## src/rtl/core/img2dc_ram.sv

```systemverilog
// Generic single-write, single-read RAM with registered read data.
`timescale 1ns / 1ps

module img2dc_ram #(
    parameter int WIDTH = 16,
    parameter int DEPTH = 64,
    parameter int AW    = (DEPTH > 1) ? $clog2(DEPTH) : 1
) (
    input  logic             i_clk,
    input  logic             i_we,
    input  logic [AW-1:0]    i_waddr,
    input  logic [WIDTH-1:0] i_wdata,
    input  logic [AW-1:0]    i_raddr,
    output logic [WIDTH-1:0] o_rdata
);

    logic [WIDTH-1:0] r_mem [DEPTH];
    logic [WIDTH-1:0] r_rdata;

    // Write port and registered read port.
    always_ff @(posedge i_clk) begin
        if (i_we) begin
            r_mem[i_waddr] <= i_wdata;
        end
        r_rdata <= r_mem[i_raddr];
    end

    assign o_rdata = r_rdata;

endmodule

```

## config.mk

```make
export PLATFORM = sky130hd
export DESIGN_NAME = img2dc_ram
export DESIGN_NICKNAME = d
export VERILOG_FILES = /design/src/rtl/core/img2dc_ram.sv
export SDC_FILE = /design/constraint.sdc
export NUM_CORES = 1
export LEC_CHECK = 0
export ABC_AREA = 1
export BUFFER_PORTS_ARGS = -buffer_cell sky130_fd_sc_hd__buf_2
export CAP_MARGIN = 30
export CORE_ASPECT_RATIO = 0.5
export CORE_UTILIZATION = 40
export CTS_CLUSTER_SIZE = 20
export DETAILED_ROUTE_END_ITERATION = 16
export PLACE_DENSITY = 0.53
export SLEW_MARGIN = 20
export SYNTH_ARGS = -nofsm -noshare
export SYNTH_HDL_FRONTEND = slang
export SYNTH_SLANG_ARGS = --single-unit
export TNS_END_PERCENT = 50
```

## constraint.sdc

```tcl
create_clock -name i_clk -period 3.2 [get_ports i_clk]
set_clock_uncertainty 0.1 [all_clocks]
set_input_delay 0.64 -clock i_clk [delete_from_list [all_inputs] [get_ports i_clk]]
set_output_delay 0.64 -clock i_clk [all_outputs]
set_load 0.05 [all_outputs]
```

Word-level counts from Yosys, hierarchy flattened
Memory sizes are Yosys's and may differ from the RTL's. A register that Yosys moved wholly into a read port is not among the register bits.
Index checks and enable logic that the tools add are counted.
W data, S select, Z words.

storage, ports and cells
  memories kept = 1
  bits in writable memories = 1024
  register bits after elaboration = 0
  logic and storage cells = 3
  output and inout bits = 16

memory list
  memory  depth  width  rd ports  clocked after memory_dff  wr ports  line  text
  r_mem   64     16     1         1                         1         17    logic [WIDTH-1:0] r_mem [DEPTH];

cells by class
  muxes and demuxes = 2

operators with widths
  kind     number
  $mux W1  2

Depth between registers and ports, before layout
  depth after elaboration = 2
  gate-level depth with buffers = 12

Worst setup path before layout
Ideal clock, no wire load.

  kind = input -> register
  start point = in i_we
  end point = mem r_mem[48][0] (enable)
  cell stages on the path = 3
  data arrival time = 2.764 ns
  slack = -0.094 ns
  buffers on the path = 1
  data required time = 2.669 ns
  library setup time = 0.431 ns
  path through = clkbuf_1 -> nand4_1 -> nor4_1

between the ends
  cells in the longest elaborated chain, start to end = 2

ends and longest elaborated chain
  item                           line  text
  from (decl)                    10    input logic i_we,
  $mux W1                        22    if (i_we) begin
  $mux W1 (implied by the code)  23    r_mem[i_waddr] <= i_wdata;
  to (decl)                      17

Every way passes these cells.

==> reports/results.txt <==
Initial Util = 0.4070
cts bufs inserted = 95
yosys warns = 0
first-pass GRT wire length = 175,300 um
maximum clock frequency = 411.8 MHz
Post-Syn Area = 42,100 sq um
CTS resizes = 0
Max Used Layer = met4
Psw = 6.552 mW
Pleak = 16.99 nW
most area-consuming cells after synthesis = edfxtp_1, nand2_1, nand3_1, buf_2, buf_6
Flop pwr share = 0.533
Root Buffer = clkbuf_16
full die area = 106,600 sq um
total global routing overflow = 0
initial antenna violation count = 3
Sw Ratio = 0.2313
Clock transition at path regs = 60 ps
Syn Nets = 3,547
Yosys cell types = 16
critical path capture point type = flop
Die Y = 231.4 um
Yosys top cell by area = edfxtp_1
Max rail drop VDD = 396.4 uV
post-CTS setup repair buffer count = 0
IO buf count = 45
post-route DRC violation count = 0
largest family of logic cells by synthesized area = simple AND/OR/NAND/NOR gates
Crit Path Category = input pin to flop
Antenna Violating Nets Remaining = 0
drt total wl = 119,600 um
Tcrit/Tclk final = 0.7589
DR WL met2 = 53,690 um
minimum clock period = 2429 ps
Adder-Cell Fraction of Synth Area = 0
drt initial violations = 2,864
post-detail-place hpwl = 68,480 um
number of global-route vias before repair = 25,300
TritonCTS clock tree = built
xor-xnor portion of the synthesized cell area = 0
Syn-to-layout area delta = 12.60%
final setup fails = 0
Synth top area share = 0.7304
Hold Fails Final Rpt = 0
Max FO, Critical Path = 70
via count = 27,252
Post-Synthesis Cells = 3,517
drt pass-1 iters = 5
pin count of the biggest net entering global routing = 87
Design Power = 28.33 mW
Post-synth ARST share = 0
post-synthesis mux area share = 0
Slew Viols, Final = 0
Die Width = 460.8 um
layout cells sized above 1 = 0.09582
Avg WL per Cell = 23.61 um
vias per cell = 5.377
hold crit path type = input pin to flop
Compound-Gate Fraction of Synth Area = 0
outcome = complete, no violations
most frequent cell after synthesis = nand2_1
ys flop type = edfxtp_1
maxcap violations = 0
register area share after synthesis = 0.7380
final core utilization = 0.4583
CP Launch Type = input pin
RSZ-0062 raised after global routing = no
Post-Synth Simple-Gate Area = 0.2266
Clk pwr share = 0.397
CTS sink count = 1,040
GP Congestion = 0.7980
Tot GR Track Use = 0.2238
Tightest Pin Transition = 984.0 ps
Cell Pwr Density = 597.5 nW/um^2
Comb power frac = 0.070
#FFs+latches synth = 1,040
total core area = 103,400 sq um
Bufs on Longest Clock Path = 3
worst-skew pair later-pin latency = 680 ps
H-tree depth = 3
num rows = 83
top cells by count, synth = nand2_1, edfxtp_1, nand3_1
Pint = 21.77 mW
Req. time, crit path = 3720 ps
# IOs = 46
nets = 3,615
number of flops mapped to enable cells by yosys = 1,024
arrival time worst endpoint = 2950 ps
# hold bufs at CTS = 0
slew margin rel. = 0.3433
metal3 WL = 7989 um
wl on met1 = 55,750 um
syn avg cell area = 11.97 sq um
==> per-stage QoR <==
step | hold slack, ps | cell area [sq um] | setup slack (ps) | setup TNS [ps] | instances
4_1_cts | 88.34 | 47400 | 843.2 | 0 | 5065
6_report | 122.7 | 47410 | 771.4 | 0 | 5068
3_3_place_gp | 710.1 | 44370 | 105.0 | 0 | 4889
5_1_grt | 101.2 | 47400 | 711.4 | 0 | 5066
2_1_floorplan | 621.7 | 42100 | -94.07 | -12040 | 3517
3_5_place_dp | 713.7 | 44390 | 92.14 | 0 | 4890
==> worst max-delay path, cell delays in order <==
cell	delay, ps
buf_8	230
buf_12	330
buf_4	370
nand2_1	90
nand3_1	90
nand3_1	80
nand2_1	130
nand2_1	80
nand3_1	230
nand3_1	390
nand2_1	180
==> cell families after synthesis <==
kind of cell | after synthesis
flip-flops | 1040
buffers and inverters | 237
AND/OR/NAND/NOR | 2240
==> power by group through the flow <==
stage | combinational (mW) | sequential (mW) | clock (mW)
floorplan | 1.01 | 15.5 | 0
global placement | 1.96 | 15.4 | 0
detailed placement | 1.97 | 15.4 | 0
CTS | 1.98 | 15.1 | 11.4
global route | 2.13 | 15.1 | 11.9
finish | 1.97 | 15.1 | 11.2
==> registers in the layout, indices dropped and copies added (netlist names) <==
| name | flops |
|---|---|
| r_mem | 1024 |
| o_rdata | 16 |
==> area by class of cell <==
class / instances / area, sq um
tap: 1402 / 1754
clock inverter: 60 / 457.9
antenna: 3 / 7.507
fill: 9319 / 56030
timing repair buffer: 196 / 1882
sequential: 1040 / 31070
inverter: 12 / 71.32
multi-input combinational: 2240 / 9615
clock buffer: 115 / 2547
==> placed cells by master, fill, tap and decap left out <==
cell type   instances
inv_6               3
buf_4             112
inv_2               1
diode_2             3
clkbuf_1           15
buf_12             40
dfxtp_1            16
inv_8               1
nand2_1          1296
inv_16              1
buf_8               2
clkbuf_8            1
nand3_1           871
nor4_2              8
clkinvlp_4          2
nor2_1             46
clkinv_2           21
inv_4               1
nor2_2             10
bufinv_16           7
nand4_1             9
inv_1               8
buf_2              42
clkinv_1           27
edfxtp_1         1024
clkbuf_16          99
==> worst paths after layout <==
kind	from	cells past startpoint	slack (ps)	endpoint
setup / recovery	i_raddr[0]	11	770	o_rdata[8]$_DFF_P_
hold / removal	i_wdata[12]	1	120	r_mem[44][12]$_DFFE_PP_
setup reg to reg	r_mem[21][8]$_DFFE_PP_	8	1440	o_rdata[8]$_DFF_P_
hold reg to reg	r_mem[45][8]$_DFFE_PP_	8	720	o_rdata[8]$_DFF_P_
==> layer usage <==
metal / vias to the layer above / GRT usage
li1: 12529 / -
met1: 13649 / 0.3355
met2: 930 / 0.3404
met3: 144 / 0.03971
met4: 0 / 0.04594
met5: - / 0
Note: power is estimated with default switching activity, not from simulation.
