==> src/rtl/core/img2dc_pkg.sv <==
// Shared constants, types and state codes for the 2D correlation unit.
`timescale 1ns / 1ps

package img2dc_pkg;

    // Default structural sizes handed to the top level.
    localparam int DEF_MAX_KERN_WIDTH  = 8;
    localparam int DEF_MAX_KERN_HEIGHT = 8;
    localparam int DEF_MAX_PAD_WIDTH   = 1024;
    localparam int DEF_PIXEL_BITS      = 16;
    localparam int DEF_COEF_BITS       = 18;

    // Fixed field widths of the stream items.
    localparam int COEF_INDEX_BITS = 6;
    localparam int RESULT_BITS     = 32;
    localparam int OUT_ROW_BITS    = 12;
    localparam int OUT_COL_BITS    = 10;
    localparam int OUT_PAD_BITS    = 2;
    localparam int OUT_DATA_BITS   = RESULT_BITS + OUT_ROW_BITS + OUT_COL_BITS + OUT_PAD_BITS;
    localparam int IN_USER_BITS    = 2;
    localparam int USER_FUNC       = 0;
    localparam int USER_FIRST      = 1;
    localparam int IN_ROW_BITS     = 13;

    // Item kinds carried in the func bit.
    localparam logic FUNC_COEF  = 1'b0;
    localparam logic FUNC_PIXEL = 1'b1;

    // Configuration port layout.
    localparam int CFG_INDEX_BITS  = 3;
    localparam int CFG_DATA_BITS   = 13;
    localparam int PAD_WIDTH_BITS  = 11;
    localparam int OUT_WIDTH_BITS  = 11;
    localparam int KERN_DIM_BITS   = 4;
    localparam int ROW_START_BITS  = 12;
    localparam int ROW_END_BITS    = 13;
    localparam int FRAC_BITS_BITS  = 5;

    localparam logic [CFG_INDEX_BITS-1:0] CFG_PAD_WIDTH   = 3'd0;
    localparam logic [CFG_INDEX_BITS-1:0] CFG_OUT_WIDTH   = 3'd1;
    localparam logic [CFG_INDEX_BITS-1:0] CFG_KERN_WIDTH  = 3'd2;
    localparam logic [CFG_INDEX_BITS-1:0] CFG_KERN_HEIGHT = 3'd3;
    localparam logic [CFG_INDEX_BITS-1:0] CFG_ROW_START   = 3'd4;
    localparam logic [CFG_INDEX_BITS-1:0] CFG_ROW_END     = 3'd5;
    localparam logic [CFG_INDEX_BITS-1:0] CFG_FRAC_BITS   = 3'd6;

    // Register values after reset.
    localparam int PAD_WIDTH_RST   = 1024;
    localparam int OUT_WIDTH_RST   = 1017;
    localparam int KERN_WIDTH_RST  = 8;
    localparam int KERN_HEIGHT_RST = 8;
    localparam int ROW_START_RST   = 0;
    localparam int ROW_END_RST     = 4096;
    localparam int FRAC_BITS_RST   = 16;

    // Saturation limits of the result.
    localparam logic [RESULT_BITS-1:0] RESULT_MAX = 32'h7FFF_FFFF;
    localparam logic [RESULT_BITS-1:0] RESULT_MIN = 32'h8000_0000;

    // Sequencer states.
    typedef enum logic [2:0] {
        ST_IDLE,
        ST_TAPS,
        ST_DRAIN,
        ST_SCALE,
        ST_SATUR,
        ST_PUSH
    } t_state;

    // Commands from the sequencer to the multiply-accumulate unit.
    typedef struct packed {
        logic clear;
        logic tap;
        logic shift;
        logic sat;
    } t_mac_ctl;

endpackage

==> src/rtl/core/img2dc_mac.sv <==
// Shared multiply-accumulate unit with final scaling shift and saturation.
`timescale 1ns / 1ps

module img2dc_mac #(
    parameter int PIXEL_BITS = img2dc_pkg::DEF_PIXEL_BITS,
    parameter int COEF_BITS  = img2dc_pkg::DEF_COEF_BITS,
    parameter int ACC_BITS   = 40
) (
    input  logic                                 i_clk,
    input  logic                                 i_rst_n,
    input  img2dc_pkg::t_mac_ctl                 i_ctl,
    input  logic [PIXEL_BITS-1:0]                i_pixel,
    input  logic [COEF_BITS-1:0]                 i_coef,
    input  logic [img2dc_pkg::FRAC_BITS_BITS-1:0] i_frac_bits,
    output logic [img2dc_pkg::RESULT_BITS-1:0]   o_result,
    output logic                                 o_saturated
);
    import img2dc_pkg::*;

    localparam int PROD_BITS = PIXEL_BITS + COEF_BITS;

    logic signed [PROD_BITS-1:0]   r_prod;
    logic                          r_prod_vld;
    logic signed [ACC_BITS-1:0]    r_acc;
    logic [RESULT_BITS-1:0]        r_result;
    logic                          r_sat;
    logic [ACC_BITS-RESULT_BITS:0] acc_hi;
    logic                          acc_ovf;

    // The bits above the result must all copy its sign bit, else it clips.
    assign acc_hi  = r_acc[ACC_BITS-1:RESULT_BITS-1];
    assign acc_ovf = !((&acc_hi) || (~|acc_hi));

    // Product register in front of the accumulator.
    always_ff @(posedge i_clk) begin
        if (!i_rst_n) begin
            r_prod_vld <= 1'b0;
        end else begin
            r_prod_vld <= i_ctl.tap;
        end
        r_prod <= $signed(i_pixel) * $signed(i_coef);
    end

    // Accumulator; it is also reused to hold the scaled sum.
    always_ff @(posedge i_clk) begin
        if (i_ctl.clear) begin
            r_acc <= '0;
        end else if (r_prod_vld) begin
            r_acc <= r_acc + ACC_BITS'(r_prod);
        end else if (i_ctl.shift) begin
            r_acc <= r_acc >>> i_frac_bits;
        end
    end

    // Clip the scaled sum to the signed result range.
    always_ff @(posedge i_clk) begin
        if (i_ctl.sat) begin
            r_sat <= acc_ovf;
            if (acc_ovf) begin
                r_result <= r_acc[ACC_BITS-1] ? RESULT_MIN : RESULT_MAX;
            end else begin
                r_result <= r_acc[RESULT_BITS-1:0];
            end
        end
    end

    assign o_result    = r_result;
    assign o_saturated = r_sat;

endmodule

==> config.mk <==
export PLATFORM = sky130hd
export DESIGN_NAME = img2dc_mac
export DESIGN_NICKNAME = d
export VERILOG_FILES = /design/src/rtl/core/img2dc_pkg.sv /design/src/rtl/core/img2dc_mac.sv
export SDC_FILE = /design/constraint.sdc
export NUM_CORES = 1
export LEC_CHECK = 0
export BUFFER_PORTS_ARGS = -buffer_cell sky130_fd_sc_hd__buf_2
export CORE_UTILIZATION = 65
export CTS_CLUSTER_DIAMETER = 40
export DETAILED_ROUTE_END_ITERATION = 6
export MAX_ROUTING_LAYER = met4
export PLACE_DENSITY = 0.88
export SYNTH_ARGS = -nofsm -noshare
export SYNTH_HDL_FRONTEND = slang
export SYNTH_SLANG_ARGS = --single-unit
==> constraint.sdc <==
create_clock -name i_clk -period 9.35 [get_ports i_clk]
set_input_delay 1.4025 -clock i_clk [delete_from_list [all_inputs] [get_ports i_clk]]
set_output_delay 1.4025 -clock i_clk [all_outputs]
set_load 0.01 [all_outputs]
### Word-level counts from Yosys, hierarchy flattened

Cells that the tools add are included.

* add/sub/neg operators: 1
* multiply operators: 1
* divide/modulo/power cells: 0
* magnitude comparators: 0
* equality and inequality tests: 0
* shift-type cells: 1
* muxes and demuxes: 4
* bitwise logic cells: 0
* reductions and logical operators: 6

Operators by type and width (count)
* 2-to-1 mux 40 bit: 2
* 2-to-1 mux 32 bit: 2
* adder 40 x 34 -> 40 bit: 1
* >>> shifter 40 x 5 -> 40 bit: 1
* multiplier 16 x 18 -> 34 bit: 1
* AND reduction 9 bit: 1
* OR reduction 9 bit: 1
* logical NOT 1 bit: 2
* nonzero test 2 bit: 1
* logical OR 1 bit: 1

* register bits after elaboration: 108
* latch bits: 0
* memory bits (writable): 0
* memory bits (read-only): 0
* input port bits: 45
* output and inout bits: 33
* word-level logic and storage cells: 18
* memories kept: 0

### Depth between registers and ports, before layout

Gate-level depths: netlist of the first run.

* depth after elaboration: 4
* gate-level depth with buffers: 24

### Worst setup path after synthesis of the first run

OpenSTA, ideal clock, no wires.

* kind: input -> register
* start point: in i_pixel[7]
* end point: reg r_prod[32]
* setup time: 0.072 ns
* arrival: 7.001 ns
* data required time: 9.278 ns
* slack: 2.277 ns
* stages: 20
* buffers on the path: 2
* path through: clkbuf_1 -> clkbuf_1 -> nand2_1 -> fa_1 -> inv_1 -> fa_1 -> fa_1 -> fa_1 -> fa_1 -> fa_1 -> ha_1 -> a21o_1 -> a21o_1 -> a21oi_1 -> o21ai_0 -> a22o_1 -> o31a_1 -> a221o_1 -> a21oi_2 -> xnor2_1

* longest elaborated chain between the ends: 1

RTL lines
* start, declared: RTL line img2dc_mac.sv:12 `input logic [PIXEL_BITS-1:0] i_pixel,`
* multiplier 16 x 18 -> 34 bit: RTL line img2dc_mac.sv:41 `r_prod <= $signed(i_pixel) * $signed(i_coef);`
* end signal, assigned: RTL line img2dc_mac.sv:41
* end, declared: RTL line img2dc_mac.sv:22 `logic signed [PROD_BITS-1:0] r_prod;`

No other way between the ends.
A chain may end at the register's enable or synchronous reset.

### Worst setup path after layout of the first run

* start point: in i_pixel[1]
* end point: reg r_prod[32]

Same word-level chain as after synthesis.

==> results of run 1 <==
[cell type report]
type | count | share of cell area (%)
Tap cell | 378 | 2.43
Timing Repair Buffer | 81 | 2.14
Clock buffer | 9 | 1.16
Inverter | 346 | 6.68
Sequential cell | 108 | 12.8
Multi-Input combinational cell | 1520 | 74.1
Clock inverter | 7 | 0.625
[layout by cell type (no fill, tap or decap), drive strengths merged, types with 17 or more instances in the layout]
master  synthesis  final
ha            125    125
nand3          17     17
mux2i          69     69
a211oi         29     29
inv           346    348
and2          135    135
buf            15     81
dfxtp          75     75
nor3           22     22
edfxtp         33     33
a21o           74     74
mux2           25     25
a21oi         107    107
fa            291    291
o21ai          54     54
nand2         202    202
xor2           24     24
xnor2          49     49
o21bai         19     19
nor2          121    121
[cell families (layout without fill, tap and decap cells)]
group | Yosys count | in the layout | synth area share, %
AND/OR/NAND/NOR | 557 | 557 | 14.2
buffers and inverters | 447 | 443 | 9.17
adder cells (fa/ha/maj) | 416 | 416 | 39.7
AO/OA/AOI/OAI | 368 | 368 | 13.3
flip-flops | 108 | 108 | 13.4
multiplexers | 106 | 106 | 6.68
XOR/XNOR | 73 | 73 | 3.44
[critical path: cells and delay by family]
family,cells,cell delay (ns)
XOR/XNOR,1,0.13
adder cells (fa/ha/maj),7,3.42
buffers and inverters,4,0.45
AO/OA/AOI/OAI,8,1.81
AND/OR/NAND/NOR,1,0.13
[sequential cells by signal (all words and copies together), names as in the netlist]
register and flops:
o_saturated 1, r_acc 40, o_result 32, r_prod_vld 1, r_prod 34
[path summary, 6_finish.rpt]
check / slack, ns / depth (start not counted) / end / from
worst max-delay path: 2.29 / 21 / r_prod[32] / i_pixel[1]
worst min register to register: 0.54 / 2 / r_acc[0] / r_acc[0]
worst max register to register: 6.01 / 10 / r_acc[37] / r_acc[3]
worst min-delay path: 0.54 / 2 / r_acc[0] / r_acc[0]
[per-layer routing]
layer | track usage, % | part of all wire, % | vias to the layer above | routed length, um
met5 | - | 0 | - | 0
met4 | 10.2 | 3.0 | 0 | 1340
met3 | 4.44 | 6.4 | 108 | 2820
met2 | 56.7 | 50 | 565 | 22100
met1 | 40.9 | 41 | 7119 | 18100
li1 | - | - | 6705 | -
[through the flow]
stage / cell area, um2 / hold WS [ns] / utilization, % / instances / worst slack, ns
floorplan: 18600 / 0.495 / - / 2075 / 2.28
global placement: 19100 / 0.511 / 68.3 / 2433 / 2.04
detailed placement: 19100 / 0.525 / 68.3 / 2433 / 1.92
CTS: 19400 / 0.537 / 69.6 / 2449 / 2.29
global route: 19400 / 0.550 / 69.6 / 2449 / 1.99
finish: 19400 / 0.537 / 69.6 / 2449 / 2.29
==> results.txt, run 1 <==
Synth area leader - fa_1
ANT cells - 0
Post-route DRC - 0
Worst Tran Pin Value - 1.17 ns
worst hold-check path type - reg -> reg
Max Clock Skew - 0.00928 ns
cts repair resizes - 0
most common library cells after synthesis - 345 x inv_1, 291 x fa_1, 202 x nand2_1, 135 x and2_1, 125 x ha_1
via count of the first global-routing pass - 15200
Final Hold Fails - 0
setup repair after global routing missed its margin - false
max-slew violation total from the final report - 0
Global Route Usage Sum - 33.2%
tightest slew margin relative to the limit - 22.2%
CTS tree - yes
post-synthesis sequential area ratio - 13.4%
critical path required time - 9.63 ns
minimum clock period - 7.06 ns
routability-driven placement congestion ratio - 0.976
number of setup violations in the final report - 0
crit-path max FO - 18
antenna-violating nets left - 0
cell repeated most along the worst path - fa_1
total via count after detailed routing - 14500
routed wire length - 44400 um
Worst path slowest cell - fa_1
drt pass-1 iters - 5
crit-path cells - buf_2, nand2_1, fa_1, fa_1, fa_1, fa_1, inv_1, fa_1, inv_1, fa_1, inv_1, ha_1, a21o_1, a21o_1, a21oi_1, o21ai_0, a22o_1, o31a_1, a221o_1, a21oi_2, xnor2_1
total nets after synthesis - 2536
proportion of netlist area held by the largest area contributor - 31.3%
Critical Path Start Type - input pin
main area contributors after synthesis - fa_1 31%, ha_1 8.4%, dfxtp_1 8.1%
critical path arrival - 7.35 ns
area used by sequential logic in the layout - 2490 um2
Initial Util - 66.6%
clock latency reported for the late side of the worst-skew pair - 0.36 ns
count of max-cap constraint violations - 0
number of enable flip-flop cells after synthesis - 33
Max Root-Sink Buffers - 2
fraction of final layout cells with drive strength greater than 1 - 7.44%
number of inserted filler cells in the final layout - 2202
hold buffer count at CTS - 0
number of register bits inferred by synthesis - 108
summed instance area of the synthesized netlist - 18600 um2
number of I/O port buffers - 77
ratio of final minimum period to clock period - 75.5%
pin count of the biggest net entering global routing - 56
number of synthesis warnings - 0
most instantiated library cell after synthesis - inv_1
highest clock frequency the design can meet - 0.142 GHz
violation count after the first detailed-routing iteration - 1411
maximum cell stage delay along the critical path - 0.58 ns
# clock sinks - 108
H-tree Lvls - 3
Core ar. - 27900 um2
first-pass GRT wire length - 74300 um
critical path type - in -> reg
kind of end point of the critical path - register
average instance area after synthesis - 8.96 um2
detail-routed net length per standard cell - 18.1 um
post-synthesis async set-or-reset flop share - 0%
routed via count divided by cell count - 5.92
gate count of the mapped netlist - 2075
die height - 171 um
total grt overflow - 0
Syn-to-layout area delta - 4.53%
Primary FF master, synth - dfxtp_1
Die Span X - 171 um
run status - complete, no violations
antenna violations before repair - 0
number of CTS-inserted buffers - 9
Final TNS setup - 0 ns
clock slew at the register clock pins of the worst setup and hold paths - 0.08 ns
number of different library cells in the post-synthesis netlist - 73
net count of the finished layout - 2527
number of setup buffers added after CTS - 0
multi-input logic area - 14400 um2
Root Buffer Master - clkbuf_16
DIE AREA - 29300 um2
Site Rows - 61
number of top-level design ports - 78
estimated wirelength of the detail-placed design - 36500 um
Power of run 1 is not shown: default switching activity piles up to over one toggle a cycle in this logic, so the estimate is an artifact.
==> inputs of run 2 (changes only) <==
ABC_AREA = 1   (was default)
CORE_UTILIZATION = 59   (was 65)
PLACE_DENSITY = 0.85   (was 0.88)
clock period = 6.4 ns   (was 9.35 ns; I/O delays follow)
==> run 2 against run 1 <==
Effect of this change: routed wire length rose by 31%; clock skew rose by 0.0089 ns; critical path depth fell by 3; via count rose by 29%; highest routed layer unchanged; worst setup slack got worse by 1.9 ns; the run now ends with DRC left.
==> results.txt, run 2 <==
number of register bits inferred by synthesis - 108
most common library cells after synthesis - 783 x nand2_1, 668 x inv_1, 291 x fa_1, 160 x nand3_1, 138 x nor2_1
Cell Count, Final, Fillers Out - 3344
DIE AREA - 35100 um2
area of all placed cells without fillers - 21200 um2
crit-path cells - buf_2, nand2_1, fa_1, inv_1, fa_1, buf_4, fa_1, fa_1, fa_1, inv_1, fa_1, inv_1, ha_1, nand2_1, o21ai_0, a21oi_1, o2111ai_1, xor2_1
number of cells on the worst reg-to-reg path - 4
end of the worst register-to-register path - o_result[10]
proportion of netlist area held by the largest area contributor - 28.7%
Site Rows - 67
number of different library cells in the post-synthesis netlist - 49
worst setup path end - r_prod[31]
number of inserted filler cells in the final layout - 3017
die height - 187 um
main area contributors after synthesis - fa_1 29%, nand2_1 15%, inv_1 12%
worst hold-check path type - reg -> reg
Final Hold Fails - 0
Root Buffer Master - clkbuf_16
max-slew violation total from the final report - 0
number of top-level design ports - 78
Max Clock Skew - 0.0182 ns
highest clock frequency the design can meet - 0.165 GHz
number of setup violations in the final report - 0
Biggest register - r_acc
antenna violations before repair - 0
multi-input logic area - 14700 um2
Worst path slowest cell - fa_1
maximum cell stage delay along the critical path - 0.61 ns
fraction of final layout cells with drive strength greater than 1 - 6.91%
main combinational cell family by area after synthesis - adder cells
Final TNS setup - 0 ns
minimum clock period - 6.05 ns
Worst Tran Pin Value - 1.18 ns
post-synthesis sequential area ratio - 12.3%
violation count after the first detailed-routing iteration - 2146
RR Startpoint - r_acc[39]
Initial Util - 60.1%
setup slack on the worst flop-to-flop path - 3.27 ns
compound-cell area share of the yosys netlist - 9.87%
number of CTS-inserted buffers - 9
cts repair resizes - 0
number of enable flip-flop cells after synthesis - 33
setup repair after global routing missed its margin - false
Post-DP Area - 20900 um2
clock slew at the register clock pins of the worst setup and hold paths - 0.09 ns
Core ar. - 33700 um2
pin count of the biggest net entering global routing - 73
via count of the first global-routing pass - 18900
Global Route Usage Sum - 35.6%
kind of end point of the critical path - register
net count of the finished layout - 3352
ratio of final minimum period to clock period - 94.5%
Critical Path Start Type - input pin
run status - finished with violations
drt pass-1 iters - 7
xor/xnor share of the synthesized area - 2.03%
post-synthesis async set-or-reset flop share - 0%
first-pass GRT wire length - 95800 um
gate count of the mapped netlist - 2891
crit-path max FO - 18
Syn-to-layout area delta - 4.70%
total nets after synthesis - 3352
tightest slew margin relative to the limit - 21.3%
summed instance area of the synthesized netlist - 20300 um2
total grt overflow - 0
average instance area after synthesis - 7.01 um2
count of max-cap constraint violations - 0
routability-driven placement congestion ratio - 1.02
critical path required time - 6.68 ns
critical path arrival - 6.33 ns
startpoint of the most critical hold path - r_acc[0]
adder-cell share of the synthesized area - 36.5%
Synth area leader - fa_1
cell repeated most along the worst path - fa_1
most instantiated library cell after synthesis - nand2_1
CTS tree - yes
most frequent standard cell in the layout excluding fill and tap cells - nand2_1
area used by sequential logic in the layout - 2490 um2
ANT cells - 0
routed wire length - 58200 um
clock latency reported for the late side of the worst-skew pair - 0.37 ns
Die Span X - 187 um
critical path startpoint - i_pixel[4]
Primary FF master, synth - dfxtp_1
Max Root-Sink Buffers - 2
top library cells by usage in the layout, fill and taps aside - 783 x nand2_1, 668 x inv_1, 291 x fa_1
# clock sinks - 108
H-tree Lvls - 3
instance count after placement with tap cells included - 3328
detail-routed net length per standard cell - 17.4 um
number of I/O port buffers - 77
number of synthesis warnings - 0
routed via count divided by cell count - 5.60
flip-flop count of the largest register after layout - 40
number of setup buffers added after CTS - 0
total via count after detailed routing - 18700
violations in the final reports - DRC
critical path type - in -> reg
Post-Synth Simple-Gate Area - 23.9%
antenna-violating nets left - 0
hold buffer count at CTS - 0
Post-route DRC - 4
multiplexer share of the synthesized area - 0.198%
estimated wirelength of the detail-placed design - 48500 um
## run 2: worst min-delay path by stage
stage	endpoint	slack [ns]	depth (start not counted)
5_1_grt	r_acc[0]	0.56	2
2_1_floorplan	r_acc[0]	0.46	2
4_1_cts	r_acc[0]	0.50	2
3_5_place_dp	r_acc[0]	0.48	2
3_3_place_gp	r_acc[0]	0.49	2
6_report	r_acc[0]	0.50	2
## run 2: final cells by class
type,instances,share of cell area (%)
Timing Repair Buffer,108,2.91
Inverter,675,11.9
Sequential cell,108,11.7
Tap cell,448,2.64
Multi-Input combinational cell,1989,69.2
Clock inverter,7,0.484
Clock buffer,9,1.06
## run 2: per-layer routing
| metal | track usage, % | part of all wire (%) | vias to the layer above |
|---|---|---|---|
| met3 | 5.55 | 9.8 | 138 |
| met5 | - | 0 | - |
| li1 | - | - | 8728 |
| met1 | 47.3 | 42 | 8918 |
| met4 | 9.46 | 2.5 | 0 |
| met2 | 56.6 | 46 | 945 |
## run 2: cells by family (layout without fill, tap and decap cells)
logic type,after synthesis,after routing
simple gates,1168,1168
buf+inv,794,799
fa+ha+maj,416,416
compound gates,354,354
flops,108,108
xor+xnor,47,47
mux,4,4
## run 2: stage by stage
stage          util [%]  hold slack (ns)  setup slack, ns
3_5_place_dp       62.0            0.485           0.0417
5_1_grt            63.0            0.556           0.0729
6_report           63.0            0.497            0.349
4_1_cts            63.0            0.498            0.376
3_3_place_gp       62.0            0.487           0.0350
2_1_floorplan         -            0.461            0.109
## run 2: worst max-delay path, delay by kind of cell
kind | cells | cell delay [ns]
compound gates | 3 | 0.66
xor+xnor | 1 | 0.22
fa+ha+maj | 7 | 3.46
buf+inv | 5 | 0.71
simple gates | 2 | 0.32
Power of run 2 is left out for the same reason.
